--- config.mk ---
export PLATFORM = sky130hd
export DESIGN_NAME = midi_to_control_voltage
export DESIGN_NICKNAME = d
export VERILOG_FILES = /design/src/rtl/mtcv_pkg.sv /design/src/rtl/midi_to_control_voltage.sv /design/src/rtl/mtcv_cfg.sv /design/src/rtl/mtcv_parser.sv /design/src/rtl/mtcv_outq.sv
export SDC_FILE = /design/constraint.sdc
export NUM_CORES = 1
export LEC_CHECK = 0
export BUFFER_PORTS_ARGS = -buffer_cell sky130_fd_sc_hd__buf_2
export CAP_MARGIN = 20
export CELL_PAD_IN_SITES_DETAIL_PLACEMENT = 1
export CELL_PAD_IN_SITES_GLOBAL_PLACEMENT = 1
export CORE_MARGIN = 2
export CORE_UTILIZATION = 45
export DETAILED_ROUTE_END_ITERATION = 10
export GPL_ROUTABILITY_DRIVEN = 1
export GPL_TIMING_DRIVEN = 0
export PLACE_DENSITY = 0.89
export SYNTH_ARGS = -nofsm -noshare
export SYNTH_HDL_FRONTEND = slang
export SYNTH_SLANG_ARGS = --single-unit
--- constraint.sdc ---
create_clock -name clk_i -period 4.14 [get_ports clk_i]
set_clock_uncertainty 0.15 [all_clocks]
set_input_delay 0.621 -clock clk_i [delete_from_list [all_inputs] [get_ports clk_i]]
set_output_delay 0.621 -clock clk_i [all_outputs]
set_load 0.02 [all_outputs]
--- src/rtl/mtcv_pkg.sv ---
`timescale 1ns / 1ps
// Shared types and constants of the MIDI to control-voltage converter.
// No dependencies; used by every module under rtl/.
package mtcv_pkg;

  // Configuration register reset values
  localparam logic [7:0] TRIG_LEN_RESET   = 8'd10;
  localparam logic [6:0] SUS_THRESH_RESET = 7'd64;

  // Result queue depth in entries
  localparam int unsigned OUT_DEPTH_DEFAULT = 4;

  // Register indexes on the configuration port
  localparam logic REG_TRIG_LEN   = 1'b0;
  localparam logic REG_SUS_THRESH = 1'b1;

  // Status kinds (high nibble of a status byte)
  localparam logic [3:0] ST_NOTE_OFF = 4'h8;
  localparam logic [3:0] ST_NOTE_ON  = 4'h9;
  localparam logic [3:0] ST_CONTROL  = 4'hB;
  localparam logic [3:0] ST_PROGRAM  = 4'hC;
  localparam logic [3:0] ST_BEND     = 4'hE;
  localparam logic [3:0] ST_SYSTEM   = 4'hF;

  // Controller numbers with special handling
  localparam logic [6:0] CC_MODULATION = 7'd1;
  localparam logic [6:0] CC_PAN        = 7'd10;
  localparam logic [6:0] CC_SUSTAIN    = 7'd64;

  // Byte position within a channel message
  localparam logic [1:0] POS_IDLE   = 2'd0;
  localparam logic [1:0] POS_FIRST  = 2'd1;
  localparam logic [1:0] POS_SECOND = 2'd2;

  // Input command codes
  localparam logic CMD_BYTE = 1'b0;
  localparam logic CMD_TICK = 1'b1;

  typedef enum logic [2:0] {
    EV_TRIG_END   = 3'd0,
    EV_NOTE_ON    = 3'd1,
    EV_NOTE_OFF   = 3'd2,
    EV_PROGRAM    = 3'd3,
    EV_CONTROLLER = 3'd4,
    EV_BEND       = 3'd5,
    EV_SYSTEM     = 3'd6
  } event_kind_e;

  typedef enum logic [1:0] {
    DAC_NONE  = 2'd0,
    DAC_WIDE  = 2'd1,
    DAC_NARROW = 2'd2
  } dac_target_e;

  typedef struct packed {
    logic       command;
    logic [7:0] midi_byte;
  } in_item_t;

  typedef struct packed {
    event_kind_e event_kind;
    logic [4:0]  midi_channel;
    logic [6:0]  data_first;
    logic [6:0]  data_second;
    dac_target_e dac_target;
    logic [1:0]  dac_channel;
    logic [15:0] dac_value;
    logic        gate_level;
    logic        trigger_level;
    logic        sustain_level;
    logic        last_of_run;
  } out_item_t;

  // Results produced by one accepted transaction
  typedef struct packed {
    logic [1:0] count;
    out_item_t  first;
    out_item_t  second;
  } res_push_t;

endpackage

--- src/rtl/midi_to_control_voltage.sv ---
`timescale 1ns / 1ps
// MIDI to control-voltage converter top level.
// Results are registered in the result queue and are visible in the cycle after the input transaction is accepted.
// Throughput: one input per cycle while the result queue has room for two results;
// a note on yields two results.
// Reset: asynchronous active low; clears parser state and queue, config to defaults.
// Depends on mtcv_pkg, mtcv_cfg, mtcv_parser, mtcv_outq.
module midi_to_control_voltage #(
  parameter int unsigned OutDepth = mtcv_pkg::OUT_DEPTH_DEFAULT
) (
  input  logic                clk_i,
  input  logic                rst_ni,
  input  logic                in_valid_i,
  output logic                in_ready_o,
  input  mtcv_pkg::in_item_t  in_data_i,
  output logic                out_valid_o,
  input  logic                out_ready_i,
  output mtcv_pkg::out_item_t out_data_o,
  input  logic                psel,
  input  logic                penable,
  input  logic                pwrite,
  input  logic [2:0]          paddr,
  input  logic [31:0]         pwdata,
  output logic [31:0]         prdata,
  output logic                pready
);

  logic [7:0]          trig_len;
  logic [6:0]          sus_thresh;
  logic                accept;
  mtcv_pkg::res_push_t push;

  assign accept = in_valid_i & in_ready_o;

  mtcv_cfg u_cfg (
    .clk_i        (clk_i),
    .rst_ni       (rst_ni),
    .psel         (psel),
    .penable      (penable),
    .pwrite       (pwrite),
    .paddr        (paddr),
    .pwdata       (pwdata),
    .prdata       (prdata),
    .pready       (pready),
    .trig_len_o   (trig_len),
    .sus_thresh_o (sus_thresh)
  );

  mtcv_parser u_parser (
    .rst_ni       (rst_ni),
    .clk_i        (clk_i),
    .accept_i     (accept),
    .item_i       (in_data_i),
    .trig_len_i   (trig_len),
    .sus_thresh_i (sus_thresh),
    .push_o       (push)
  );

  mtcv_outq #(
    .Depth (OutDepth)
  ) u_outq (
    .clk_i       (clk_i),
    .rst_ni      (rst_ni),
    .push_i      (push),
    .room_o      (in_ready_o),
    .out_valid_o (out_valid_o),
    .out_ready_i (out_ready_i),
    .out_data_o  (out_data_o)
  );

endmodule

--- src/rtl/mtcv_cfg.sv ---
`timescale 1ns / 1ps
// APB-style configuration registers: trigger length and sustain threshold.
// Depends on mtcv_pkg.
module mtcv_cfg (
  input  logic        clk_i,
  input  logic        rst_ni,
  input  logic        psel,
  input  logic        penable,
  input  logic        pwrite,
  input  logic [2:0]  paddr,
  input  logic [31:0] pwdata,
  output logic [31:0] prdata,
  output logic        pready,
  output logic [7:0]  trig_len_o,
  output logic [6:0]  sus_thresh_o
);

  logic [7:0] trig_len_q;
  logic [6:0] sus_thresh_q;
  logic       wr_en;

  assign pready = 1'b1;
  assign wr_en  = psel & penable & pwrite & pready;

  // Register writes
  always_ff @(posedge clk_i or negedge rst_ni) begin
    if (!rst_ni) begin
      trig_len_q   <= mtcv_pkg::TRIG_LEN_RESET;
      sus_thresh_q <= mtcv_pkg::SUS_THRESH_RESET;
    end else if (wr_en) begin
      if (paddr[2] == mtcv_pkg::REG_TRIG_LEN) begin
        trig_len_q <= pwdata[7:0];
      end else begin
        sus_thresh_q <= pwdata[6:0];
      end
    end
  end

  // Read mux
  always_comb begin
    if (paddr[2] == mtcv_pkg::REG_SUS_THRESH) begin
      prdata = {25'd0, sus_thresh_q};
    end else begin
      prdata = {24'd0, trig_len_q};
    end
  end

  assign trig_len_o   = trig_len_q;
  assign sus_thresh_o = sus_thresh_q;

endmodule

--- src/rtl/mtcv_parser.sv ---
`timescale 1ns / 1ps
// MIDI message parser with running status, gate/trigger/sustain state and
// trigger countdown; emits up to two results per transaction. Depends on mtcv_pkg.
module mtcv_parser (
  input  logic                rst_ni,
  input  logic                clk_i,
  input  logic                accept_i,
  input  mtcv_pkg::in_item_t  item_i,
  input  logic [7:0]          trig_len_i,
  input  logic [6:0]          sus_thresh_i,
  output mtcv_pkg::res_push_t push_o
);

  logic [3:0] status_q, status_d;
  logic [3:0] chan_q, chan_d;
  logic [1:0] pos_q, pos_d;
  logic [6:0] held_q, held_d;
  logic       gate_q, gate_d;
  logic       trig_q, trig_d;
  logic       sus_q, sus_d;
  logic [7:0] cd_q, cd_d;

  logic [4:0] chan_num;
  logic [6:0] b7;
  logic [6:0] d1;
  mtcv_pkg::out_item_t r0, r1;
  logic [1:0] cnt;

  assign chan_num = {1'b0, chan_q} + 5'd1;
  assign b7       = item_i.midi_byte[6:0];
  assign d1       = held_q;

  // Next state and results for one transaction
  always_comb begin
    status_d = status_q;
    chan_d   = chan_q;
    pos_d    = pos_q;
    held_d   = held_q;
    gate_d   = gate_q;
    trig_d   = trig_q;
    sus_d    = sus_q;
    cd_d     = cd_q;
    cnt      = 2'd0;
    r0       = '0;

    if (item_i.command == mtcv_pkg::CMD_TICK) begin
      // Millisecond tick: run the trigger countdown
      if (trig_q) begin
        if (cd_q <= 8'd1) begin
          cd_d   = 8'd0;
          trig_d = 1'b0;
          cnt    = 2'd1;
          r0.event_kind = mtcv_pkg::EV_TRIG_END;
        end else begin
          cd_d = cd_q - 8'd1;
        end
      end
    end else if (item_i.midi_byte[7]) begin
      // Status byte
      status_d = item_i.midi_byte[7:4];
      chan_d   = item_i.midi_byte[3:0];
      if (item_i.midi_byte[7:4] == mtcv_pkg::ST_SYSTEM) begin
        pos_d = mtcv_pkg::POS_IDLE;
        cnt   = 2'd1;
        r0.event_kind = mtcv_pkg::EV_SYSTEM;
        r0.data_first = {3'd0, item_i.midi_byte[3:0]};
      end else begin
        pos_d = mtcv_pkg::POS_FIRST;
      end
    end else if (pos_q == mtcv_pkg::POS_FIRST) begin
      // First data byte
      if (status_q inside {mtcv_pkg::ST_NOTE_ON, mtcv_pkg::ST_NOTE_OFF,
                           mtcv_pkg::ST_CONTROL, mtcv_pkg::ST_BEND}) begin
        held_d = b7;
        pos_d  = mtcv_pkg::POS_SECOND;
      end else if (status_q == mtcv_pkg::ST_PROGRAM) begin
        cnt = 2'd1;
        r0.event_kind   = mtcv_pkg::EV_PROGRAM;
        r0.midi_channel = chan_num;
        r0.data_first   = b7;
      end
    end else if (pos_q == mtcv_pkg::POS_SECOND) begin
      // Second data byte completes the message
      pos_d = mtcv_pkg::POS_FIRST;
      r0.midi_channel = chan_num;
      r0.data_first   = d1;
      r0.data_second  = b7;
      if (status_q == mtcv_pkg::ST_NOTE_OFF ||
          (status_q == mtcv_pkg::ST_NOTE_ON && b7 == 7'd0)) begin
        gate_d = 1'b0;
        cnt    = 2'd1;
        r0.event_kind = mtcv_pkg::EV_NOTE_OFF;
      end else if (status_q == mtcv_pkg::ST_NOTE_ON) begin
        gate_d = 1'b1;
        trig_d = 1'b1;
        cd_d   = trig_len_i;
        cnt    = 2'd2;
        r0.event_kind = mtcv_pkg::EV_NOTE_ON;
        r0.dac_target = mtcv_pkg::DAC_WIDE;
        r0.dac_value  = {d1, 9'd0};
      end else if (status_q == mtcv_pkg::ST_CONTROL) begin
        cnt = 2'd1;
        r0.event_kind = mtcv_pkg::EV_CONTROLLER;
        if (d1 == mtcv_pkg::CC_MODULATION) begin
          r0.dac_target = mtcv_pkg::DAC_NARROW;
          r0.dac_value  = {8'd0, b7, 1'b0};
        end else if (d1 == mtcv_pkg::CC_PAN) begin
          r0.dac_target  = mtcv_pkg::DAC_NARROW;
          r0.dac_channel = 2'd1;
          r0.dac_value   = {8'd0, b7, 1'b0};
        end else if (d1 == mtcv_pkg::CC_SUSTAIN) begin
          sus_d = (b7 >= sus_thresh_i);
        end
      end else if (status_q == mtcv_pkg::ST_BEND) begin
        cnt = 2'd1;
        r0.event_kind  = mtcv_pkg::EV_BEND;
        r0.dac_target  = mtcv_pkg::DAC_WIDE;
        r0.dac_channel = 2'd2;
        r0.dac_value   = {b7, d1, 2'b00};
      end
    end

    // Levels after this step
    r0.gate_level    = gate_d;
    r0.trigger_level = trig_d;
    r0.sustain_level = sus_d;
    r0.last_of_run   = (cnt == 2'd1);

    // Second result of a note on: velocity write
    r1             = r0;
    r1.dac_channel = 2'd1;
    r1.dac_value   = {b7, 9'd0};
    r1.last_of_run = 1'b1;
  end

  assign push_o.count  = accept_i ? cnt : 2'd0;
  assign push_o.first  = r0;
  assign push_o.second = r1;

  // Parser state
  always_ff @(posedge clk_i or negedge rst_ni) begin
    if (!rst_ni) begin
      status_q <= 4'd0;
      chan_q   <= 4'd0;
      pos_q    <= mtcv_pkg::POS_IDLE;
      held_q   <= 7'd0;
      gate_q   <= 1'b0;
      trig_q   <= 1'b0;
      sus_q    <= 1'b0;
      cd_q     <= 8'd0;
    end else if (accept_i) begin
      status_q <= status_d;
      chan_q   <= chan_d;
      pos_q    <= pos_d;
      held_q   <= held_d;
      gate_q   <= gate_d;
      trig_q   <= trig_d;
      sus_q    <= sus_d;
      cd_q     <= cd_d;
    end
  end

endmodule

--- src/rtl/mtcv_outq.sv ---
`timescale 1ns / 1ps
// Result queue: takes zero, one or two results per cycle, hands out one while out_ready_i is high.
// Depends on mtcv_pkg.
module mtcv_outq #(
  parameter int unsigned Depth = mtcv_pkg::OUT_DEPTH_DEFAULT
) (
  input  logic                clk_i,
  input  logic                rst_ni,
  input  mtcv_pkg::res_push_t push_i,
  output logic                room_o,
  output logic                out_valid_o,
  input  logic                out_ready_i,
  output mtcv_pkg::out_item_t out_data_o
);

  localparam int unsigned PtrW = $clog2(Depth);
  localparam int unsigned CntW = $clog2(Depth + 1);

  mtcv_pkg::out_item_t mem_q [Depth];
  logic [PtrW-1:0] wr_q, rd_q, wr_nx;
  logic [CntW-1:0] cnt_q;
  logic            pop;

  assign pop         = out_valid_o & out_ready_i;
  assign out_valid_o = (cnt_q != '0);
  assign out_data_o  = mem_q[rd_q];
  // room for a full pair of results
  assign room_o      = (cnt_q <= CntW'(Depth - 2));
  assign wr_nx       = (wr_q == PtrW'(Depth - 1)) ? '0 : wr_q + PtrW'(1);

  // Storage
  always_ff @(posedge clk_i) begin
    if (push_i.count != 2'd0) begin
      mem_q[wr_q] <= push_i.first;
    end
    if (push_i.count == 2'd2) begin
      mem_q[wr_nx] <= push_i.second;
    end
  end

  // Pointers and fill count
  always_ff @(posedge clk_i or negedge rst_ni) begin
    if (!rst_ni) begin
      wr_q  <= '0;
      rd_q  <= '0;
      cnt_q <= '0;
    end else begin
      if (push_i.count == 2'd1) begin
        wr_q <= wr_nx;
      end else if (push_i.count == 2'd2) begin
        wr_q <= (wr_nx == PtrW'(Depth - 1)) ? '0 : wr_nx + PtrW'(1);
      end
      if (pop) begin
        rd_q <= (rd_q == PtrW'(Depth - 1)) ? '0 : rd_q + PtrW'(1);
      end
      cnt_q <= cnt_q + CntW'(push_i.count) - CntW'(pop);
    end
  end

endmodule
==> reports/results.ini <==
[cts]
cts_max_path_buffers=3
clkTransAtPathRegs_ns=0.06
clockRootBuffer=clkbuf_16
cts_buffers=25
cts_tree=yes
clock_latency_ns=0.55
clock-sinks=230
cts_max_level=1

[die]
die-area_um2=25400
io_pins=132
start_util=0.460
die_x_um=159
std_cell_rows=56
core_area_um2=23600
fp.dieH_um=159

[synth]
yosysTopAreaCell=edfxtp_1
post_synth.cell_area_avg_um2=12.0
synth_cell_type_count=61
ys_seq_area_frac=0.572
ys.flop_type=edfxtp_1
synth-edff-count=136
ys_ff_latch=230
yosysMostFrequentCell=edfxtp_1
synthTopCellsByCount=edfxtp_1 (136), nor2_1 (117), nand2_1 (107), o21ai_0 (68), dfrtp_1 (47)
syn_area_um2=10900
yosysWarnings=0
yosys-top-cells-area=edfxtp_1 (38%), dfrtp_1 (11%), mux4_2 (9.3%)
syn_inst=903
synth_top_area_frac=0.376
async_reset_ff_frac=0.217

[routing]
wl_um=32500
via_per_inst=5.86
drt_pass1_iterations=5
drt_iter0_markers=766
routedWlPerCell_um=23.7
drc=0
route.antenna.remaining_nets=0
vias=8027

[placement]
pre_cts_ws_ns=-1.51
port_buffers=76
dp_hpwl_um=21600
gp_congestion=0.914

[sta]
post-route-period-util=0.969
timing.hold.ws_ns=0.170
final-hold-violation-count=0
rsz0062_at_grt=false
setup_ws_ns=0.128
max_freq_mhz=249
layout_min_cycle_time_ns=4.01
worstMarginPinSlew_ns=1.04
maxSlewViolCount=0
setup_viol=0
slew_headroom=0.299

[global_route]
grtUsageMet1=0.320
busiest_layer=met2
grt_overflow=0
grt_use_met3=0.0326
grt_pass1_vias=8618
grt_pass1_wl_um=50700
grt_max_degree=37
gr-usage-met2=0.455
antenna_found_initial=0
grt_use_total=0.257

[cells_and_area]
drive_gt1_frac=0.262
synthToLayoutAreaGrowth_pct=17.5
diodes=0
fill_cells=2454
utilization=0.541
nets=1108
seq_area_um2=6220
multiInputGateArea_um2=4340

[critical_path]
cp_max_fo=10
cp_data_arrival_time_ns=4.22
critPathLaunchType=input port
cp.required_ns=4.35
setup.worst_path.class=in -> reg
critPathCaptureType=flip-flop

[power_and_ir_drop]
ir_drop_mv=0.309
swShare=0.332
power_frac_comb=0.296
pwr-share-clk=0.321
powerDensity_nw_per_um2=575
p_switching_w=0.00244
p_leak_nw=4.51
pwr-share-seq=0.383
p_int_w=0.00490

[job]
max-cap-violations=0

[status]
status=finished, final reports clean

[min_path]
hold_path_class=in -> reg

[state kept, by name, summed over array words and instances (netlist names), 3 cells and up]
register	flops
u_parser.chan_q	4
u_outq.cnt_q	3
u_parser.d1	7
u_cfg.trig_len_o	8
u_parser.status_q	4
u_cfg.sus_thresh_o	7
u_parser.cd_q	8
u_outq.mem_q	180
[kinds of logic (layout without fill, tap and decap cells)]
logic type,Yosys count,in the layout,share of synthesized area
AO/OA/AOI/OAI,149,149,0.0854
XOR/XNOR,6,6,0.00484
adder cells (fa/ha/maj),24,24,0.0283
buffers and inverters,96,220,0.0432
flip-flops,230,230,0.572
multiplexers,87,87,0.137
other,2,26,0.000691
AND/OR/NAND/NOR,309,309,0.129
[final cells by class]
cell class,count,share of cell area
flip-flops and latches,230,0.487
clock inverters,16,0.0144
clock buffers,29,0.0526
multi-input cells,601,0.340
repair buffers,83,0.0363
plain buffers,68,0.0298
well taps,319,0.0312
inverters,24,0.00862
[cells in the final DEF, fill, tap and decap left out, drive strengths merged, types with 5 or more instances in the layout]
cell type    n
nand2      107
and2         8
ha          23
a21oi       24
conb        26
inv         24
o211ai       5
clkbuf      60
nor2       117
nand2b       9
a22oi       11
clkinv      12
mux4        45
dfxtp       44
buf        119
or3          6
nor2b        8
a32oi       10
edfxtp     136
nor3b       10
xnor2        6
o21ai       70
nor3        24
dfrtp       47
mux2        40
[power by group through the flow]
stage / sequential (W) / combinational (W) / clock [W]
6_report: 0.00281 / 0.00217 / 0.00236
5_1_grt: 0.00284 / 0.00233 / 0.00245
4_1_cts: 0.00281 / 0.00215 / 0.00237
3_5_place_dp: 0.00285 / 0.00211 / 0
3_3_place_gp: 0.00283 / 0.00201 / 0
2_1_floorplan: 0.00278 / 0.00152 / 0
[what timing repair did]
action                                  in CTS  in global routing
endpoints found under the setup margin     305                305
buffers inserted                             3                  1
gates resized for setup                     34                 13
hold buffers                                 1                  0
pin swaps                                    3                  1
hold endpoints to repair                    24                  0
[path summary, 6_finish.rpt]
check / from / end / slack [ns] / depth (start not counted)
max in group asynchronous: rst_ni / u_cfg.trig_len_o[3]$_DFFE_PN1P_ / 2.68 / 3
setup reg to reg: u_parser.pos_q[0]$_DFFE_PN0P_ / u_outq.mem_q[0][16]$_DFFE_PP_ / 0.16 / 11
hold / removal: pwdata[7] / u_cfg.trig_len_o[7]$_DFFE_PN0P_ / 0.17 / 2
hold reg to reg: u_outq.mem_q[2][10]$_SDFFE_PP0N_ / u_outq.mem_q[2][10]$_SDFFE_PP0N_ / 0.30 / 2
setup / recovery: in_data_i[8] / u_outq.mem_q[2][16]$_DFFE_PP_ / 0.13 / 12
min in group asynchronous: rst_ni / u_parser.d1[5]$_DFFE_PN0P_ / 0.50 / 2
[worst max-delay path, cell delays in order]
cell and delay, ns:
buf_2 0.13, clkbuf_1 0.43, clkinv_1 0.43, nor2_1 0.30, a32oi_1 0.32, a21oi_2 0.29, inv_1 0.14, ha_1 0.30
and2_2 0.32, nor2_1 0.36, nand2_1 0.29, o21ai_0 0.29
[stage by stage]
step / area (um2) / total power [W] / instances / TNS (ns)
2_1_floorplan: 11000 / 0.00430 / 927 / 0
3_3_place_gp: 11700 / 0.00484 / 1322 / -347.25
3_5_place_dp: 11800 / 0.00496 / 1323 / -332.92
4_1_cts: 12700 / 0.00733 / 1368 / 0
5_1_grt: 12800 / 0.00762 / 1370 / 0
6_report: 12800 / 0.00735 / 1370 / 0
[routing by layer]
| metal | part of all wire | routed length, um |
|---|---|---|
| met5 | 0 | 0 |
| met2 | 0.51 | 16700 |
| met4 | 0.042 | 1380 |
| met1 | 0.38 | 12500 |
| met3 | 0.062 | 2000 |
Note: power is estimated with default switching activity, not from simulation.
